## config.mk

```make
export PLATFORM = sky130hd
export DESIGN_NAME = unit_bitmap_allocator_top
export DESIGN_NICKNAME = d
export VERILOG_FILES = /design/src/hw/rtl/uba_pkg.sv /design/src/hw/rtl/unit_bitmap_allocator_top.sv /design/src/hw/rtl/uba_cell.sv
export SDC_FILE = /design/constraint.sdc
export NUM_CORES = 2
export LEC_CHECK = 0
export BUFFER_PORTS_ARGS = -buffer_cell sky130_fd_sc_hd__buf_2
export CORE_MARGIN = 2
export CORE_UTILIZATION = 40
export CTS_CLUSTER_DIAMETER = 50
export DETAILED_ROUTE_END_ITERATION = 7
export GPL_TIMING_DRIVEN = 0
export PLACE_DENSITY = 0.65
export SYNTH_ARGS = -nofsm -noshare
export SYNTH_HDL_FRONTEND = slang
export SYNTH_HIERARCHICAL = 1
export SYNTH_SLANG_ARGS = --single-unit
```

## constraint.sdc

```tcl
create_clock -name clk_i -period 8.98 [get_ports clk_i]
set_clock_uncertainty 0.2 [all_clocks]
set_input_delay 1.347 -clock clk_i [delete_from_list [all_inputs] [get_ports clk_i]]
set_output_delay 1.347 -clock clk_i [all_outputs]
set_load 0.05 [all_outputs]
```

## src/hw/rtl/uba_pkg.sv

```systemverilog
// ----------------------------------------------------------------------------
// Unit bitmap allocator package
// Shared widths, register addresses and the token that travels along the
// row of allocator cells.
// ----------------------------------------------------------------------------
package uba_pkg;

  localparam int unsigned MAP_W        = 64;
  localparam int unsigned CNT_W        = 7;
  localparam int unsigned DATA_W       = 32;
  localparam int unsigned ADDR_W       = 3;
  localparam int unsigned MAX_UNITS_DF = 64;
  localparam int unsigned TOTAL_RST    = 64;

  localparam logic REG_TOTAL_UNITS = 1'b0;

  localparam logic CMD_ALLOC   = 1'b0;
  localparam logic CMD_RELEASE = 1'b1;

  typedef struct packed {
    logic             vld;
    logic             alloc;
    logic [CNT_W-1:0] left;
    logic [CNT_W-1:0] cnt;
  } token_t;

  typedef struct packed {
    logic start;
    logic rel;
    logic commit;
  } cell_ctrl_t;

endpackage

```

## src/hw/rtl/unit_bitmap_allocator_top.sv

```systemverilog
// ----------------------------------------------------------------------------
// Unit bitmap allocator
// Lowest-free-first allocator over a row of unit cells.
// ----------------------------------------------------------------------------
// A transaction is issued by raising start while busy is low. An allocate
// grants the request_count lowest-numbered free units below total_units, or
// nothing with status set when too few are free. A release clears the
// units in release_map. Each transaction gives one result, shown for one
// cycle with done_o high: grant_map, status, busy_map and busy_count.
// A token walks the row of MAX_UNITS cells, one cell per cycle. The result
// is registered from the token that leaves the last cell and is taken by the
// receiver in the cycle in which done_o is high. Busy falls in that same
// cycle, so the next transaction can be accepted at the edge that ends it;
// a new transaction is not accepted while one is still in the row.
// The result cannot be stalled by the receiver. Reset frees all units,
// clears busy_total_q and sets total_units to 64. total_units is written
// through the APB port at address 0 and must only change while idle.
// ----------------------------------------------------------------------------
module unit_bitmap_allocator_top #(
  parameter int unsigned MAX_UNITS = uba_pkg::MAX_UNITS_DF
) (
  input  logic                        clk_i,
  input  logic                        rst_ni,
  input  logic                        psel,
  input  logic                        penable,
  input  logic                        pwrite,
  input  logic [uba_pkg::ADDR_W-1:0]  paddr,
  input  logic [uba_pkg::DATA_W-1:0]  pwdata,
  output logic [uba_pkg::DATA_W-1:0]  prdata,
  output logic                        pready,
  input  logic                        start,
  output logic                        busy,
  input  logic                        cmd_i,
  input  logic [uba_pkg::CNT_W-1:0]   request_count_i,
  input  logic [uba_pkg::MAP_W-1:0]   release_map_i,
  output logic                        done_o,
  output logic [uba_pkg::MAP_W-1:0]   grant_map_o,
  output logic                        status_o,
  output logic [uba_pkg::MAP_W-1:0]   busy_map_o,
  output logic [uba_pkg::CNT_W-1:0]   busy_count_o
);
  import uba_pkg::*;

  logic [CNT_W-1:0] total_q, total_d, total_sat;
  logic             active_q, active_d;
  token_t           tok0_q, tok0_d;
  logic             rel_q, rel_d;
  logic [CNT_W-1:0] busy_total_q, busy_total_d;
  logic             done_q, done_d;
  logic [MAP_W-1:0] grant_q, grant_d, map_q, map_d;
  logic             status_q, status_d;
  logic [CNT_W-1:0] count_q, count_d;

  token_t           tok [MAX_UNITS+1];
  logic [MAX_UNITS-1:0] busy_vec, grant_vec, present_vec;
  cell_ctrl_t       ctrl;
  logic             accept, finish, fail, success;
  logic             cfg_wr;

  assign accept  = start & ~active_q;
  assign finish  = tok[MAX_UNITS].vld;
  assign fail    = tok[MAX_UNITS].alloc & (tok[MAX_UNITS].left != '0);
  assign success = finish & tok[MAX_UNITS].alloc & ~fail;

  assign ctrl.start  = accept;
  assign ctrl.rel    = (cmd_i == CMD_RELEASE);
  assign ctrl.commit = success;

  assign cfg_wr = psel & penable & pwrite & pready;
  assign pready = 1'b1;
  assign prdata = (paddr[2] == REG_TOTAL_UNITS) ? DATA_W'(total_q) : '0;

  assign total_sat = (total_q > CNT_W'(MAX_UNITS)) ? CNT_W'(MAX_UNITS) : total_q;

  assign tok[0] = tok0_q;

  for (genvar i = 0; i < MAX_UNITS; i++) begin : g_cell
    assign present_vec[i] = CNT_W'(i) < total_sat;
    uba_cell u_cell (
      .clk_i     (clk_i),
      .rst_ni    (rst_ni),
      .ctrl_i    (ctrl),
      .release_i (release_map_i[i]),
      .present_i (present_vec[i]),
      .tok_i     (tok[i]),
      .tok_o     (tok[i+1]),
      .busy_o    (busy_vec[i]),
      .grant_o   (grant_vec[i])
    );
  end

  always_comb begin
    total_d = total_q;
    if (cfg_wr && paddr[2] == REG_TOTAL_UNITS) begin
      total_d = pwdata[CNT_W-1:0];
    end
  end

  always_comb begin
    active_d     = active_q;
    tok0_d       = '0;
    rel_d        = rel_q;
    busy_total_d = busy_total_q;
    if (accept) begin
      active_d     = 1'b1;
      rel_d        = (cmd_i == CMD_RELEASE);
      tok0_d.vld   = 1'b1;
      tok0_d.alloc = (cmd_i == CMD_ALLOC);
      tok0_d.left  = (cmd_i == CMD_ALLOC) ? request_count_i : '0;
      tok0_d.cnt   = '0;
    end else if (finish) begin
      active_d     = 1'b0;
      busy_total_d = count_d;
    end
  end

  always_comb begin
    done_d   = finish;
    grant_d  = grant_q;
    status_d = status_q;
    map_d    = map_q;
    count_d  = count_q;
    if (finish) begin
      grant_d  = success ? MAP_W'(grant_vec) : '0;
      status_d = fail;
      map_d    = MAP_W'(busy_vec | (success ? grant_vec : '0));
      count_d  = fail ? busy_total_q : tok[MAX_UNITS].cnt;
    end
  end

  always_ff @(posedge clk_i or negedge rst_ni) begin
    if (!rst_ni) begin
      total_q      <= CNT_W'(TOTAL_RST);
      active_q     <= 1'b0;
      tok0_q       <= '0;
      rel_q        <= 1'b0;
      busy_total_q <= '0;
      done_q       <= 1'b0;
    end else begin
      total_q      <= total_d;
      active_q     <= active_d;
      tok0_q       <= tok0_d;
      rel_q        <= rel_d;
      busy_total_q <= busy_total_d;
      done_q       <= done_d;
    end
  end

  always_ff @(posedge clk_i) begin
    grant_q  <= grant_d;
    status_q <= status_d;
    map_q    <= map_d;
    count_q  <= count_d;
  end

  assign busy         = active_q;
  assign done_o       = done_q;
  assign grant_map_o  = grant_q;
  assign status_o     = status_q;
  assign busy_map_o   = map_q;
  assign busy_count_o = count_q;

  a_done_idle : assert property (@(posedge clk_i) disable iff (!rst_ni)
    done_o |-> !busy)
    else $error("result shown while a transaction is still active");

  a_fail_no_grant : assert property (@(posedge clk_i) disable iff (!rst_ni)
    (done_o && status_o) |-> (grant_map_o == '0))
    else $error("failed allocation reports granted units");

  a_count_match : assert property (@(posedge clk_i) disable iff (!rst_ni)
    done_o |-> (busy_count_o == CNT_W'($countones(busy_map_o))))
    else $error("busy count does not match busy map");

  a_release_no_grant : assert property (@(posedge clk_i) disable iff (!rst_ni)
    (done_o && rel_q) |-> (grant_map_o == '0 && !status_o))
    else $error("release transaction reports a grant or failure");

endmodule

```

## src/hw/rtl/uba_cell.sv

```systemverilog
// ----------------------------------------------------------------------------
// Allocator cell
// Holds the busy bit of one unit. A token from the lower neighbor may take
// this unit for an allocation and carries the running busy count onward.
// ----------------------------------------------------------------------------
module uba_cell (
  input  logic                clk_i,
  input  logic                rst_ni,
  input  uba_pkg::cell_ctrl_t ctrl_i,
  input  logic                release_i,
  input  logic                present_i,
  input  uba_pkg::token_t     tok_i,
  output uba_pkg::token_t     tok_o,
  output logic                busy_o,
  output logic                grant_o
);
  import uba_pkg::*;

  logic   busy_q, busy_d;
  logic   grant_q, grant_d;
  token_t tok_q, tok_d;
  logic   take;

  assign take = tok_i.vld & tok_i.alloc & present_i & ~busy_q & (tok_i.left != '0);

  always_comb begin
    busy_d  = busy_q;
    grant_d = grant_q;
    if (ctrl_i.start) begin
      grant_d = 1'b0;
      if (ctrl_i.rel && release_i) begin
        busy_d = 1'b0;
      end
    end else if (ctrl_i.commit) begin
      busy_d = busy_q | grant_q;
    end else if (take) begin
      grant_d = 1'b1;
    end
  end

  always_comb begin
    tok_d       = tok_i;
    tok_d.left  = tok_i.left - CNT_W'(take);
    tok_d.cnt   = tok_i.cnt + CNT_W'(busy_q | take);
  end

  always_ff @(posedge clk_i or negedge rst_ni) begin
    if (!rst_ni) begin
      busy_q  <= 1'b0;
      grant_q <= 1'b0;
      tok_q   <= '0;
    end else begin
      busy_q  <= busy_d;
      grant_q <= grant_d;
      tok_q   <= tok_d;
    end
  end

  assign tok_o   = tok_q;
  assign busy_o  = busy_q;
  assign grant_o = grant_q;

endmodule

```

==> out/metrics.csv <==
metric;value;unit
status;complete, no violations;
cell taking the most area after synthesis;dfrtp_1;
H-Tree Depth;4;
first-pass GRT wire length;190;mm
Tot Pwr;0.0137;W
HPWL after DPL;87.2;mm
Max clock buf depth;3;
RSZ-0062 raised after global routing;no;
Sw Pwr;0.00334;W
Post-Synthesis Cell Area;0.0550;mm2
post_cts resized;0;
Sw Ratio;0.244;
Hold EP;g_cell[16].u_cell/tok_o[15]$_DFF_PN0_;
Initial DRT Pass Iterations;6;
final hold violation count;0;
final core utilization;0.468;
clock share of power;0.454;
DRC;0;
Crit path required time;7.43;ns
Logic pwr share;0.065;
post-synth cell types;47;
antenna violations before repair;10;
Seq pwr share;0.481;
CP peak stage delay;0.75;ns
Avg WL per Cell;18.4;um
initial DRC count;2016;
Internal;0.0104;W
total grt overflow;0;
CTS tree;built;
largest net degree at the start of global routing;145;
CP max-delay cell;clkbuf_1;
Chip Height;375;um
actual slew at the worst max-slew pin;1.16;ns
post-synth top area share;0.535;
gpl congestion;0.835;
Core Footprint;0.137;mm2
Post-CTS Setup Repair Bufs;0;
die area;0.141;mm2
starting density of the core;0.402;
Power Density;213;mW/mm2
critical path endpoint category;primary output;
hold_buf cts;0;
final wirelength;122;mm
top post-synthesis cells by area;dfrtp_1 (53%), ha_1 (7.3%), edfxtp_1 (7.0%);
clock root cell;clkbuf_16;
Crit Path Max Fanout;10;
EDFF count, synth;129;
Cells after Synth;4256;
worst hold path startpoint;g_cell[15].u_cell/tok_o[15]$_DFF_PN0_;
clock-pin slew on the worst setup and hold paths;0.06;ns
I/O Pins;284;
gr usage total;0.176;
ys async rst share;0.896;
vias in the first global route;34000;
Slew HR;0.220;
Mapped Avg Cell Area;12.9;um2
synthesized flop and latch total;1313;
Area Growth Syn to Fin;16.6;%
Pleak;30.9;nW
fin nets;5124;
vias;32900;
critical path class;register to primary output;
Clock Latency Late Sink;0.77;ns
Synth warnings;6;
flop2flop setup slack;4.93;ns
Critical Path Start;total_q[6]$_DFFE_PN1P_;
fmax;226;MHz
Setup violations, final;0;
Num CTS Buffers;148;
max-capacitance violation count;0;
Tmin final;4.42;ns
port buffer count;230;
peak supply drop;0.000141;V
cell mode on critical path;clkbuf_1;
Final period util;0.493;
ANT nets after route;0;
fin. max-slew vios;0;
final setup TNS;0;ns
CP arrival;2.88;ns
post-place setup slack;4.47;ns
FP Rows;136;
sequential share of the synthesized area;0.608;
hold path depth;0;
Critical R2R Capture;g_cell[62].u_cell/tok_o[6]$_DFF_PN0_;
share of layout cells above drive strength 1;0.138;
Setup WS post-layout;4.56;ns
worst hold slack;0.168;ns
hold crit path type;register to register;
crit start category;register;
Critical Path, Cell by Cell;inv_1 -> clkbuf_1 -> clkbuf_1 -> nor2_1 -> buf_2;
die span in x;375;um
ys flop type;dfrtp_1;
via density per instance;4.98;
worst r2r src;total_q[0]$_DFFE_PN0P_;
R2R cell count;10;
clock sink total;1313;
[cell usage after synthesis (4+ instances only)]
| cell | n |
|---|---|
| nor4_4 | 64 |
| xnor2_1 | 384 |
| o21a_1 | 66 |
| nand2_1 | 144 |
| nand4b_1 | 65 |
| a21o_1 | 66 |
| o2111ai_1 | 7 |
| or2_1 | 65 |
| a21oi_2 | 64 |
| mux2_2 | 7 |
| buf_2 | 8 |
| a31oi_1 | 128 |
| nand3_1 | 256 |
| o21ai_0 | 48 |
| dfxtp_1 | 7 |
| nor3_1 | 69 |
| a211oi_1 | 64 |
| nor2_1 | 138 |
| nand2b_1 | 64 |
| buf_4 | 34 |
| o221ai_1 | 7 |
| a21oi_1 | 12 |
| xor2_1 | 256 |
| inv_1 | 347 |
| nor4_1 | 64 |
| and3_1 | 64 |
| dfrtp_1 | 1176 |
| edfxtp_1 | 129 |
| or3_1 | 4 |
| o311ai_0 | 4 |
| ha_1 | 320 |
| clkbuf_1 | 23 |
| and2_1 | 71 |
| o211ai_1 | 11 |
[worst max-delay path, delay by kind of cell, from the launching register on]
| family | cells | cell delay (ns) |
|---|---|---|
| buffers and inverters | 4 | 1.64 |
| DFF | 1 | 0.40 |
| and+or+nand+nor | 1 | 0.07 |
[power groups by stage]
stage	logic (W)	clock network [W]	registers, W
after global routing	0.00100	0.00663	0.00662
after detailed placement	0.000907	0	0.00669
final	0.000897	0.00621	0.00659
after CTS	0.000917	0.00636	0.00658
after floorplan	0.000529	0	0.00662
after global placement	0.000879	0	0.00668
[registers in the layout (all words and copies together) (netlist names)]
name / flops
busy_count_o: 7
g_cell.u_cell/busy_o: 64
tok: 9
status_o: 1
busy: 1
busy_total_q: 7
g_cell.u_cell/tok_o: 1024
done_o: 1
g_cell.u_cell/grant_o: 64
grant_map_o: 64
busy_map_o: 64
total_q: 7
[metrics by stage]
step | cells | cell area (um2)
floorplan | 4296 | 55200
global placement | 6320 | 58600
detailed placement | 6335 | 59000
CTS | 6610 | 64200
global route | 6614 | 64200
finish | 6617 | 64200
[kinds of logic after synthesis]
kind of cell / synth area share
XOR/XNOR: 0.102
adder cells (fa/ha/maj): 0.0727
multiplexers: 0.00143
flip-flops: 0.608
AO/OA/AOI/OAI: 0.0625
other: 0.000136
buffers and inverters: 0.0306
AND/OR/NAND/NOR: 0.123
[cell usage in the layout (no fill, tap or decap), types with 65 or more instances in the layout]
| cell type | count |
|---|---|
| a31oi_1 | 128 |
| nand4b_1 | 65 |
| o21a_1 | 66 |
| dfrtp_1 | 1175 |
| ha_1 | 320 |
| nand3_1 | 256 |
| inv_1 | 347 |
| xor2_1 | 256 |
| edfxtp_1 | 129 |
| clkbuf_16 | 150 |
| a21o_1 | 66 |
| or2_1 | 65 |
| nor3_1 | 69 |
| xnor2_1 | 384 |
| nand2_1 | 144 |
| buf_2 | 236 |
| and2_1 | 71 |
| nor2_1 | 138 |
[routing by layer]
| metal | wire [um] | GRT usage |
|---|---|---|
| met4 | 2370 | 0.0481 |
| met5 | 0 | 0 |
| met1 | 54300 | 0.235 |
| met3 | 6950 | 0.0398 |
| met2 | 58400 | 0.289 |
[worst max path at each step]
stage                                      endpoint  slack [ns]
2_1_floorplan   g_cell[0].u_cell/busy_o$_DFFE_PN0P_        3.70
3_3_place_gp    g_cell[1].u_cell/busy_o$_DFFE_PN0P_      -18.63
3_5_place_dp   g_cell[24].u_cell/busy_o$_DFFE_PN0P_        4.47
4_1_cts                                   prdata[6]        4.62
5_1_grt                                   prdata[6]        4.49
6_report                                  prdata[6]        4.56
[area by class of cell]
type | count | area, um2
fillers | 12100 | 72800
flip-flops and latches | 1313 | 33500
multi-input cells | 2571 | 20000
clock buffers | 209 | 4240
well taps | 1794 | 2240
repair buffers | 245 | 1570
inverters | 347 | 1300
clock inverters | 66 | 898
plain buffers | 65 | 389
diodes | 7 | 17.5
No activity file was read; power rests on OpenSTA's default activity.
